[src/rtl/core/okt_pkg.sv]
// ----------------------------------------------------------------------------
// okt_pkg
// Shared types and codes for the ordered key table: entry layout, action and
// status codes, and the command and status groups between control and datapath
// ----------------------------------------------------------------------------
`default_nettype none

package okt_pkg;

  localparam logic [2:0] ACT_ADD    = 3'd0;
  localparam logic [2:0] ACT_LOOKUP = 3'd1;
  localparam logic [2:0] ACT_UPDATE = 3'd2;
  localparam logic [2:0] ACT_REMOVE = 3'd3;
  localparam logic [2:0] ACT_MINVAL = 3'd4;
  localparam logic [2:0] ACT_MINWGT = 3'd5;

  localparam logic [1:0] ST_OK   = 2'd0;
  localparam logic [1:0] ST_MISS = 2'd1;
  localparam logic [1:0] ST_FULL = 2'd2;

  // one table entry, key in the lowest bits
  typedef struct packed {
    logic signed [31:0] weight;
    logic [31:0]        value;
    logic [15:0]        key;
  } entry_t;

  typedef struct packed {
    logic       load;      // take a new item
    logic       add;       // append item at the fill position
    logic       scan;      // advance the read pipeline
    logic       minsel;    // track the running minimum
    logic       seek;      // key hit: capture entry, park pointer after it
    logic       upd;       // key hit on update: rewrite value in place
    logic       shift;     // move entries down by one
    logic       dec;       // drop one entry from the count
    logic       finish;    // load the result register
    logic [1:0] res_code;
    logic       res_have;
  } okt_cmd_t;

  typedef struct packed {
    logic [2:0] action;
    logic       full;
    logic       empty;
    logic       hit;
    logic       scan_end;
    logic       out_busy;
  } okt_sts_t;

endpackage

`default_nettype wire

[src/rtl/core/ordered_key_table_with_min_search.sv]
// ----------------------------------------------------------------------------
// ordered_key_table_with_min_search
// Insertion-ordered key table with first-match lookup, update, remove with
// gap closing, and find-min over value or weight
// ----------------------------------------------------------------------------
// flow: an add or an unknown action goes straight to the result; lookup, update,
//   find-min and remove scan the held entries (one memory read a cycle), and a key hit
//   ends the scan; a remove hit then shifts the later entries down by one place
// throughput: one item at a time, the next is taken the cycle after the result is
//   loaded; a stalled result delays that load
// reset: synchronous, clears the entry count and control; entry memory is not cleared
`default_nettype none

module ordered_key_table_with_min_search import okt_pkg::*; #(
  parameter int DEPTH = 16
) (
  input  wire logic        clk,
  input  wire logic        rst,
  input  wire logic        s_tvalid,
  output logic             s_tready,
  input  wire logic [2:0]  s_tuser,   // action
  input  wire logic [79:0] s_tdata,   // key_in, value_in, weight_in
  output logic             m_tvalid,
  input  wire logic        m_tready,
  output logic [1:0]       m_tuser,   // status
  output logic [87:0]      m_tdata    // key_out, value_out, weight_out, entries_held, pad
);

  okt_cmd_t cmd;
  okt_sts_t sts;

  okt_ctrl u_ctrl (
    .clk     (clk),
    .rst     (rst),
    .s_tvalid(s_tvalid),
    .s_tready(s_tready),
    .sts     (sts),
    .cmd     (cmd)
  );

  okt_datapath #(
    .DEPTH(DEPTH)
  ) u_dp (
    .clk     (clk),
    .rst     (rst),
    .s_tuser (s_tuser),
    .s_tdata (s_tdata),
    .cmd     (cmd),
    .sts     (sts),
    .m_tvalid(m_tvalid),
    .m_tready(m_tready),
    .m_tuser (m_tuser),
    .m_tdata (m_tdata)
  );

  // never append into a full table
  a_no_add_when_full: assert property (@(posedge clk) disable iff (rst)
    cmd.add |-> !sts.full)
    else $error("append issued with a full table");

  // a full report always comes with the table at capacity
  a_full_count: assert property (@(posedge clk) disable iff (rst)
    (m_tvalid && m_tuser == ST_FULL) |-> (m_tdata[84:80] == 5'(DEPTH)))
    else $error("full status with wrong entry count");

  // a miss or full result carries no entry
  a_miss_zero: assert property (@(posedge clk) disable iff (rst)
    (m_tvalid && m_tuser != ST_OK) |-> (m_tdata[79:0] == 80'd0))
    else $error("entry fields not zero on miss or full");

  // only one step of the pointer logic at a time
  a_cmd_excl: assert property (@(posedge clk) disable iff (rst)
    $onehot0({cmd.load, cmd.add, cmd.seek, cmd.dec, cmd.finish}))
    else $error("conflicting datapath commands");

endmodule

`default_nettype wire

[src/rtl/core/okt_ram.sv]
// ----------------------------------------------------------------------------
// okt_ram
// Generic simple dual-port RAM: one write port, one read port, registered read
// ----------------------------------------------------------------------------
`default_nettype none

module okt_ram #(
  parameter int WIDTH = 8,
  parameter int DEPTH = 16
) (
  input  wire logic                     clk,
  input  wire logic                     we,
  input  wire logic [$clog2(DEPTH)-1:0] waddr,
  input  wire logic [WIDTH-1:0]         wdata,
  input  wire logic [$clog2(DEPTH)-1:0] raddr,
  output logic      [WIDTH-1:0]         rdata
);

  logic [WIDTH-1:0] mem [DEPTH];

  always_ff @(posedge clk) begin
    if (we) begin
      mem[waddr] <= wdata;
    end
    rdata <= mem[raddr];
  end

endmodule

`default_nettype wire

[src/rtl/core/okt_datapath.sv]
// ----------------------------------------------------------------------------
// okt_datapath
// Entry memory, fill count, scan pipeline, key match, running minimum and the
// result register
// ----------------------------------------------------------------------------
`default_nettype none

module okt_datapath import okt_pkg::*; #(
  parameter int DEPTH = 16
) (
  input  wire logic        clk,
  input  wire logic        rst,
  input  wire logic [2:0]  s_tuser,
  input  wire logic [79:0] s_tdata,
  input  wire okt_cmd_t    cmd,
  output okt_sts_t         sts,
  output logic             m_tvalid,
  input  wire logic        m_tready,
  output logic [1:0]       m_tuser,
  output logic [87:0]      m_tdata
);

  localparam int AW = $clog2(DEPTH);
  localparam int CW = $clog2(DEPTH + 1);
  localparam int EW = $bits(entry_t);

  logic [2:0]    act;
  entry_t        item;
  entry_t        sel;
  logic [CW-1:0] fill;
  logic [CW-1:0] scan_ptr;
  logic          rd_pend;
  logic [AW-1:0] rd_idx;

  logic          out_valid;
  logic [1:0]    out_status;
  entry_t        out_entry;
  logic [4:0]    out_count;

  logic          we;
  logic [AW-1:0] waddr;
  entry_t        wdata;
  logic [EW-1:0] rdata_raw;
  entry_t        rdata;
  entry_t        rdata_upd;
  logic          key_hit;
  logic          better;

  okt_ram #(
    .WIDTH(EW),
    .DEPTH(DEPTH)
  ) u_ram (
    .clk  (clk),
    .we   (we),
    .waddr(waddr),
    .wdata(wdata),
    .raddr(scan_ptr[AW-1:0]),
    .rdata(rdata_raw)
  );

  assign rdata = entry_t'(rdata_raw);

  always_comb begin
    rdata_upd       = rdata;
    rdata_upd.value = item.value;
  end

  assign key_hit = rd_pend && (rdata.key == item.key);

  // first entry seeds the minimum, later ones replace it only when strictly lower
  always_comb begin
    if (rd_idx == '0) begin
      better = 1'b1;
    end else if (act == ACT_MINVAL) begin
      better = rdata.value < sel.value;
    end else begin
      better = $signed(rdata.weight) < $signed(sel.weight);
    end
  end

  always_comb begin
    we    = 1'b0;
    waddr = fill[AW-1:0];
    wdata = item;
    if (cmd.add) begin
      we = 1'b1;
    end else if (cmd.upd) begin
      we    = 1'b1;
      waddr = rd_idx;
      wdata = rdata_upd;
    end else if (cmd.shift && rd_pend) begin
      // entry read from rd_idx moves one place down
      we    = 1'b1;
      waddr = rd_idx - AW'(1);
      wdata = rdata;
    end
  end

  always_ff @(posedge clk) begin
    if (rst) begin
      fill     <= '0;
      scan_ptr <= '0;
      rd_pend  <= 1'b0;
    end else begin
      if (cmd.load) begin
        scan_ptr <= '0;
        rd_pend  <= 1'b0;
      end else if (cmd.seek) begin
        scan_ptr <= CW'(rd_idx) + CW'(1);
        rd_pend  <= 1'b0;
      end else if (cmd.scan) begin
        if (scan_ptr < fill) begin
          scan_ptr <= scan_ptr + CW'(1);
          rd_pend  <= 1'b1;
        end else begin
          rd_pend <= 1'b0;
        end
      end
      if (cmd.add) begin
        fill <= fill + CW'(1);
      end else if (cmd.dec) begin
        fill <= fill - CW'(1);
      end
    end
  end

  always_ff @(posedge clk) begin
    if (cmd.load) begin
      act  <= s_tuser;
      item <= entry_t'(s_tdata);
    end
    if (cmd.scan && !cmd.seek && scan_ptr < fill) begin
      rd_idx <= scan_ptr[AW-1:0];
    end
    if (cmd.add) begin
      sel <= item;
    end else if (cmd.seek) begin
      sel <= cmd.upd ? rdata_upd : rdata;
    end else if (cmd.minsel && rd_pend && better) begin
      sel <= rdata;
    end
  end

  always_ff @(posedge clk) begin
    if (rst) begin
      out_valid <= 1'b0;
    end else if (cmd.finish) begin
      out_valid <= 1'b1;
    end else if (m_tready) begin
      out_valid <= 1'b0;
    end
  end

  always_ff @(posedge clk) begin
    if (cmd.finish) begin
      out_status <= cmd.res_code;
      out_entry  <= cmd.res_have ? sel : entry_t'('0);
      out_count  <= 5'(fill);
    end
  end

  always_comb begin
    sts.action   = act;
    sts.full     = fill == CW'(DEPTH);
    sts.empty    = fill == '0;
    sts.hit      = key_hit;
    sts.scan_end = !rd_pend && (scan_ptr >= fill);
    sts.out_busy = out_valid && !m_tready;
  end

  assign m_tvalid = out_valid;
  assign m_tuser  = out_status;
  assign m_tdata  = {3'b000, out_count, out_entry};

endmodule

`default_nettype wire

[src/rtl/core/okt_ctrl.sv]
// ----------------------------------------------------------------------------
// okt_ctrl
// Controller: dispatches each action, runs the scan and the shift after a
// remove, and hands the result to the output register
// ----------------------------------------------------------------------------
`default_nettype none

module okt_ctrl import okt_pkg::*; (
  input  wire logic     clk,
  input  wire logic     rst,
  input  wire logic     s_tvalid,
  output logic          s_tready,
  input  wire okt_sts_t sts,
  output okt_cmd_t      cmd
);

  localparam logic [2:0] S_IDLE     = 3'd0;
  localparam logic [2:0] S_DISPATCH = 3'd1;
  localparam logic [2:0] S_SCAN     = 3'd2;
  localparam logic [2:0] S_SHIFT    = 3'd3;
  localparam logic [2:0] S_FINISH   = 3'd4;

  logic [2:0] state;
  logic [2:0] state_next;
  logic [1:0] res_code;
  logic [1:0] res_code_next;
  logic       res_have;
  logic       res_have_next;
  logic       is_min;
  logic       is_key;

  assign is_min = (sts.action == ACT_MINVAL) || (sts.action == ACT_MINWGT);
  assign is_key = (sts.action == ACT_LOOKUP) || (sts.action == ACT_UPDATE) ||
                  (sts.action == ACT_REMOVE);

  assign s_tready = state == S_IDLE;

  always_comb begin
    state_next    = state;
    res_code_next = res_code;
    res_have_next = res_have;
    cmd           = '0;
    cmd.res_code  = res_code;
    cmd.res_have  = res_have;
    case (state)
      S_IDLE: begin
        if (s_tvalid) begin
          cmd.load   = 1'b1;
          state_next = S_DISPATCH;
        end
      end
      S_DISPATCH: begin
        if (sts.action == ACT_ADD) begin
          if (sts.full) begin
            res_code_next = ST_FULL;
            res_have_next = 1'b0;
          end else begin
            cmd.add       = 1'b1;
            res_code_next = ST_OK;
            res_have_next = 1'b1;
          end
          state_next = S_FINISH;
        end else if (is_key || is_min) begin
          state_next = S_SCAN;
        end else begin
          res_code_next = ST_MISS;
          res_have_next = 1'b0;
          state_next    = S_FINISH;
        end
      end
      S_SCAN: begin
        cmd.scan   = 1'b1;
        cmd.minsel = is_min;
        if (is_key && sts.hit) begin
          cmd.seek      = 1'b1;
          cmd.upd       = sts.action == ACT_UPDATE;
          res_code_next = ST_OK;
          res_have_next = 1'b1;
          state_next    = (sts.action == ACT_REMOVE) ? S_SHIFT : S_FINISH;
        end else if (sts.scan_end) begin
          if (is_min && !sts.empty) begin
            res_code_next = ST_OK;
            res_have_next = 1'b1;
          end else begin
            res_code_next = ST_MISS;
            res_have_next = 1'b0;
          end
          state_next = S_FINISH;
        end
      end
      S_SHIFT: begin
        cmd.scan  = 1'b1;
        cmd.shift = 1'b1;
        if (sts.scan_end) begin
          cmd.dec    = 1'b1;
          state_next = S_FINISH;
        end
      end
      S_FINISH: begin
        if (!sts.out_busy) begin
          cmd.finish = 1'b1;
          state_next = S_IDLE;
        end
      end
      default: begin
        state_next = S_IDLE;
      end
    endcase
  end

  always_ff @(posedge clk) begin
    if (rst) begin
      state    <= S_IDLE;
      res_code <= ST_OK;
      res_have <= 1'b0;
    end else begin
      state    <= state_next;
      res_code <= res_code_next;
      res_have <= res_have_next;
    end
  end

endmodule

`default_nettype wire
[config.mk]
export PLATFORM = sky130hd
export DESIGN_NAME = ordered_key_table_with_min_search
export DESIGN_NICKNAME = d
export VERILOG_FILES = /design/src/rtl/core/okt_pkg.sv /design/src/rtl/core/ordered_key_table_with_min_search.sv /design/src/rtl/core/okt_ram.sv /design/src/rtl/core/okt_datapath.sv /design/src/rtl/core/okt_ctrl.sv
export SDC_FILE = /design/constraint.sdc
export NUM_CORES = 1
export LEC_CHECK = 0
export BUFFER_PORTS_ARGS = -buffer_cell sky130_fd_sc_hd__buf_2
export CELL_PAD_IN_SITES_DETAIL_PLACEMENT = 0
export CELL_PAD_IN_SITES_GLOBAL_PLACEMENT = 1
export CORE_UTILIZATION = 45
export CTS_BUF_LIST = sky130_fd_sc_hd__clkbuf_8
export CTS_CLUSTER_DIAMETER = 200
export DETAILED_ROUTE_END_ITERATION = 7
export PLACE_DENSITY_LB_ADDON = 0.1
export SYNTH_ARGS = -nofsm -noshare
export SYNTH_HDL_FRONTEND = slang
export SYNTH_SLANG_ARGS = --single-unit
[constraint.sdc]
create_clock -name clk -period 14.6 [get_ports clk]
set_clock_uncertainty 0.1 [all_clocks]
set_input_delay 0.73 -clock clk [delete_from_list [all_inputs] [get_ports clk]]
set_output_delay 0.73 -clock clk [all_outputs]
set_load 0.02 [all_outputs]
Word level (Yosys, flattened, before mapping)

Memories as Yosys holds them, arrays and structs flattened. A register that Yosys moved wholly into a read port is not among the register bits.
Index checks and enable logic that the tools add are counted.

Output and inout bits: 92
Register bits after elaboration: 272
Logic and storage cells: 137
Input port bits: 87
Memories kept: 1
RAM bits: 1,280

Memories:

| name           | depth | width | read ports | clocked after Yosys merged registers in | write ports | line          | RTL |
|---|---|---|---|---|---|---|---|
| u_dp.u_ram.mem | 16    | 80    | 1          | 1                                       | 1           | okt_ram.sv:19 | `logic [WIDTH-1:0] mem [DEPTH];` |

Add/subtract/negate cells: 5
Equality and inequality tests: 15
Multiplexer cells: 58
Order comparisons: 4
Reduce and logical (&&, ||, !) cells: 34

Operators by type and width:

| operator            | number |
|---|---|
| $mux 80             | 6 |
| $lt 32x32->1        | 2 |
| $mux 48             | 1 |
| $mux 1              | 25 |
| $mux 5              | 5 |
| $mux 3              | 8 |
| $eq 16x16->1        | 1 |
| $pmux 3 s5          | 1 |
| $mux 2              | 7 |
| $eq 3x2->1 const B  | 4 |
| $mux 4              | 3 |
| $add 5x1->5 const B | 2 |
| $logic_and 1x1->1   | 10 |
| $reduce_bool 2->1   | 5 |
| $eq 3x3->1 const B  | 3 |
| $eq 3x1->1 const B  | 2 |
| $logic_not 3->1     | 2 |
| $ne 3x2->1 const B  | 2 |
| $add 4x1->5 const B | 1 |
| $eq 5x5->1 const B  | 1 |
| $ge 5x5->1          | 1 |
| $logic_not 5->1     | 1 |
| $lt 5x5->1          | 1 |
| $sub 5x1->5 const B | 1 |
| 12 further kinds    | 21 |

Longest topological paths before layout

Depth after elaboration: 11
Gate-level depth with buffers: 13

By module

From an unflattened synthesis, not the netlist that was laid out.

Cell total of the unflattened synthesis: 3,029
Area, all modules: 62,820.2 um2

By module, submodules not included:

| module       | area each (um2) | times used | cells an instance |
|---|---|---|---|
| okt_ram      | 49,422.4        | 1          | 2,054 |
| okt_datapath | 12,907.4        | 1          | 915 |
| okt_ctrl     | 490.5           | 1          | 60 |

Worst setup path before layout

Ideal clock, no wire load.

Path kind: register -> register
From: reg u_dp.sel[63] (netlist bit)
To: reg u_dp.sel[0] (netlist bit) (enable)
Data arrival time: 7.354 ns
Path buffers: 0
Cell stages (with the launch flop): 10
Required time: 13.871 ns
Path slack: 6.517 ns
Cell sequence: edfxtp_1 inv_1 ha_1 nand3_1 or4_1 nor4_1 nor3_1 o21ai_0 xnor2_1 o21ai_0

Longest elaborated chain between the ends: 5

RTL lines:

| what                        | line                | RTL |
|---|---|---|
| start, declared             | okt_datapath.sv:29  | `entry_t sel;` |
| start signal, assigned      | okt_datapath.sv:136 | `sel <= item;` |
| start signal, assigned      | okt_datapath.sv:138 | `sel <= cmd.upd ? rdata_upd : rdata;` |
| start signal, assigned      | okt_datapath.sv:140 | `sel <= rdata;` |
| $lt 32x32->1                | okt_datapath.sv:77  | `better = $signed(rdata.weight) < $signed(sel.weight);` |
| $mux 1                      | okt_datapath.sv:74  | `end else if (act == ACT_MINVAL) begin` |
| $mux 1                      | okt_datapath.sv:72  | `if (rd_idx == '0) begin` |
| $logic_and 1x1->1           | okt_datapath.sv:139 | `end else if (cmd.minsel && rd_pend && better) begin` |
| $reduce_bool 3->1 (no line) | n/a                 |  |

No other way between the ends.
A chain may end at the register's enable or synchronous reset.

Worst setup path after layout

From: reg u_dp.item[0] (netlist bit)
To: mem u_dp.u_ram.mem[3][46] (netlist bit) (enable)

Longest elaborated chain between the ends: 9
Elaborated cells between the ends (all ways): 11
Those cells by class: eq/ne: 1; mux: 8; reduce/logical: 2

RTL lines:

| what                         | line                | RTL |
|---|---|---|
| start, declared              | okt_datapath.sv:28  | `entry_t item;` |
| start signal, assigned       | okt_datapath.sv:130 | `item <= entry_t'(s_tdata);` |
| $eq 16x16->1 *               | okt_datapath.sv:68  | `assign key_hit = rd_pend && (rdata.key == item.key);` |
| $logic_and 1x1->1 *          | okt_datapath.sv:68  |  |
| $logic_and 1x1->1 *          | okt_ctrl.sv:74      | `if (is_key && sts.hit) begin` |
| $mux 2 *                     | okt_ctrl.sv:74      |  |
| $mux 3 *                     | okt_ctrl.sv:45      | `case (state)` |
| $mux 1                       | okt_datapath.sv:87  | `end else if (cmd.upd) begin` |
| $mux 1                       | okt_datapath.sv:85  | `if (cmd.add) begin` |
| $mux 1                       | okt_ram.sv:22       | `if (we) begin` |
| $mux 1 (implied by the code) | okt_ram.sv:23       | `mem[waddr] <= wdata;` |
| end, declared                | okt_ram.sv:19       |  |

Every way passes the cells marked *; elsewhere a longest branch is shown, timed or not.

==> impl_metrics.toml <==
[outcome]
status = "finished clean"

[placed_design]
dp.final_hpwl_um = 83100
pre_cts_slack_ps = 9250
port-buffer-count = 175
gp_routability_congestion = 0.840

[timing]
hold_viol = 0
rsz0062_at_grt = "false"
fin_ws_ps = 9240
setup_violations = 0
drv_slew = 0
worst_slew_pin_slew_ps = 1350
min_period_over_period_pct = 36.7
fin_crit_ps = 5360
slew_headroom_pct = 8.46
max_freq_mhz = 187
tns_ps = 0

[clock_network]
insertion_delay_ps = 980
numCtsBuffers = 289
htree_levels = 5
cts_tree = "yes"
clk_root_buffer_cell = "clkbuf_8"
cts_buffer_depth = 4
clock_sinks = 1632
path_clk_slew_ps = 60

[drt]
via_count = 30600
via_per_inst = 5.60
dr.pass1.iters = 5
drt_iter0_drc = 2819
route.detailed.drc = 0
avgRoutedWirePerCell_um = 28.3
wl_um = 155000
ant_nets = 0

[floorplanning]
initial_core_util_pct = 45.6
dieWidth_um = 376
io_pins = 179
die_area_um2 = 141000
die_y_um = 376
num_rows = 136
core-area_um2 = 138000

[synth]
async_flop_share_pct = 0
yosys-top-cells-area = "edfxtp_1, mux4_2, dfxtp_1"
synth_top_cell_area_share_pct = 73.1
postSynthAreaPerCell_um2 = 21.5
synth-edff-count = 1534
netlist_instances = 2924
yosysTopAreaCell = "edfxtp_1"
yosys.cell_types.count = 66
synth-seq-cells = 1632
synth-main-ff-cell = "edfxtp_1"
yosysSeqAreaShare_pct = 76.2
synth.cell_area_um2 = 63000
synth_warnings = 0

[setup_path]
critical_path_class = "flip-flop to flip-flop"
crit_start = "u_dp.item[0]"
slowest_stage = "nor2_4"
max_stage_delay_ps = 880
cp.required_ps = 15080
crit_chain = "xnor2_1 > nand3_1 > nand3b_1 > nor3_4 > o211a_2 > nand3_1 > nor2_4 > buf_4 > buf_4"
r2r-end = "u_dp.u_ram.mem[3][46]"
crit_end = "u_dp.u_ram.mem[3][46]"
critPathLaunchType = "flip-flop"
ff2ff_path_depth = 9
crit-reg2reg-launch = "u_dp.item[0]"
ff2ff_setup_slack_ps = 9240
cp.arrival_ps = 5830
worst_setup_path_end_kind = "flip-flop"
crit_fanout = 32

[pwr]
powerDensity_nw_per_um2 = 131
ir_worst_vdd_uv = 95.8
p_leak_nw = 23.7

[global_route]
antenna_found_initial = 11
grt-ovfl-total = 0
grt_pass1_vias = 32700
grt.total_usage_pct = 22.3
grt_max_degree = 159
grt_pass1_wl_um = 226000

[hold_path]
hold_depth = 5
holdCritPathClass = "input port to flip-flop"

[cells_and_area]
area_growth_pct = 14.7
drive_gt1_share_pct = 31.0
nNetsFinal = 3554
fillerInstances = 11100

[flow_run]
cap_violations = 0
-- critical path: cells and delay by family, from the launching register on --
family          cells  cell delay (ps)
xor+xnor            1              610
buf+inv             2             1300
simple gates        5             2180
flops               1              420
compound gates      1              280
-- logic make-up (layout without fill, tap and decap cells) --
logic type,after synthesis,after routing,synth area share (%)
DFF,1632,1632,76.2
adders and majority gates,73,73,1.46
muxes,532,532,16.7
buffers and inverters,209,882,1.37
and+or+nand+nor,344,344,2.83
xor gates and xnor gates,27,27,0.375
AOI/OAI and AO/OA,106,106,1.07
other,1,10,0.00595
-- metrics by stage --
stage | cells | instance area (um2) | hold WS, ps | utilization [%] | total power [mW]
final | 5469 | 72300 | 136 | 52.3 | 9.47
after global routing | 5466 | 72300 | 107 | 52.3 | 9.80
after CTS | 5462 | 72300 | 32.7 | 52.3 | 9.58
after detailed placement | 4882 | 66200 | 356 | 47.9 | 5.70
after global placement | 4882 | 66200 | 346 | 47.9 | 5.68
after floorplan | 2926 | 63000 | 303 | - | 5.55
-- placed cells by master (no fill, tap or decap), drive strengths merged, types with 7 or more instances in the layout --
master       instances
ha                  72
xnor2               14
and2                81
clkinv              58
nand2              115
mux4               400
nor2b                8
and3                 7
diode                7
dlygate4sd3         84
nor3                24
clkbuf             309
xor2                13
nand4               15
o21ai               26
nand3               11
inv                192
bufinv               7
a21o                 9
edfxtp            1534
a21oi               31
a211oi              13
mux2               129
nor4                 8
nor2                49
buf                228
dfxtp               98
-- synthesized netlist by cell type, types with 25 or more instances --
cell type and count:
buf_1 25, dfxtp_1 98, clkbuf_1 69, buf_2 34, edfxtp_1 1534, mux2_1 26
mux2_2 103, a21oi_1 31, mux4_2 400, ha_1 72, and2_1 81, nor2_1 47
inv_1 73, nand2_1 115
-- how the worst min path moves through the flow --
| stage | startpoint | endpoint | slack, ps |
|---|---|---|---|
| after detailed placement | u_ctrl.res_code[0] | u_dp.m_tuser[0] | 360 |
| after floorplan | u_dp.scan_ptr[0] | u_dp.rd_idx[0] | 300 |
| final | s_tvalid | u_ctrl.state[0] | 140 |
| after global placement | u_ctrl.res_code[1] | u_dp.m_tuser[1] | 350 |
| after global routing | s_tvalid | u_ctrl.state[0] | 110 |
| after CTS | s_tvalid | u_ctrl.state[0] | 30 |
-- state kept, by name, summed over array words and instances (netlist names) --
register and cells:
u_dp.fill 5, u_dp.u_ram.mem 1280, u_ctrl.res_code 2, u_dp.m_tvalid 1, u_dp.out_count 5, u_dp.sel 80, u_dp.rd_idx 4, u_dp.m_tdata 80
u_dp.u_ram.rdata 80, u_dp.act 3, u_dp.rd_pend 1, u_ctrl.res_have 1, u_dp.m_tuser 2, u_dp.item 80, u_dp.scan_ptr 5, u_ctrl.state 3
-- power by group --
group | total [mW] | switching, mW | internal, mW
registers | 5.29 | 0.0464 | 5.24
clock network | 3.85 | 1.79 | 2.06
logic | 0.330 | 0.231 | 0.0990
total | 9.47 | 2.07 | 7.40
-- area by class of cell --
cell class	instances	area (um2)	area share [%]
clock inverter	187	926	1.28
inverter	74	278	0.384
clock buffer	309	4250	5.88
sequential	1632	48000	66.5
antenna	7	17.5	0.0242
multi-input combinational	1085	14300	19.8
timing repair buffer	312	2150	2.98
tap	1863	2330	3.23
-- routing by layer --
metal / vias up / GRT usage [%] / share of wire, %
met4: 2 / 6.87 / 2.2
met2: 956 / 35.7 / 48
met5: - / 0 / 0.0084
met1: 16400 / 31.6 / 44
li1: 13000 / - / -
met3: 259 / 3.52 / 5.1
-- repair_timing --
action | CTS | global route
hold buffers | 84 | 0
setup buffers | 0 | 0
endpoints found under the hold margin | 92 | 0
endpoints found under the setup margin | 0 | 0
gates resized for setup | 0 | 0
Note: power is estimated with default switching activity, not from simulation.
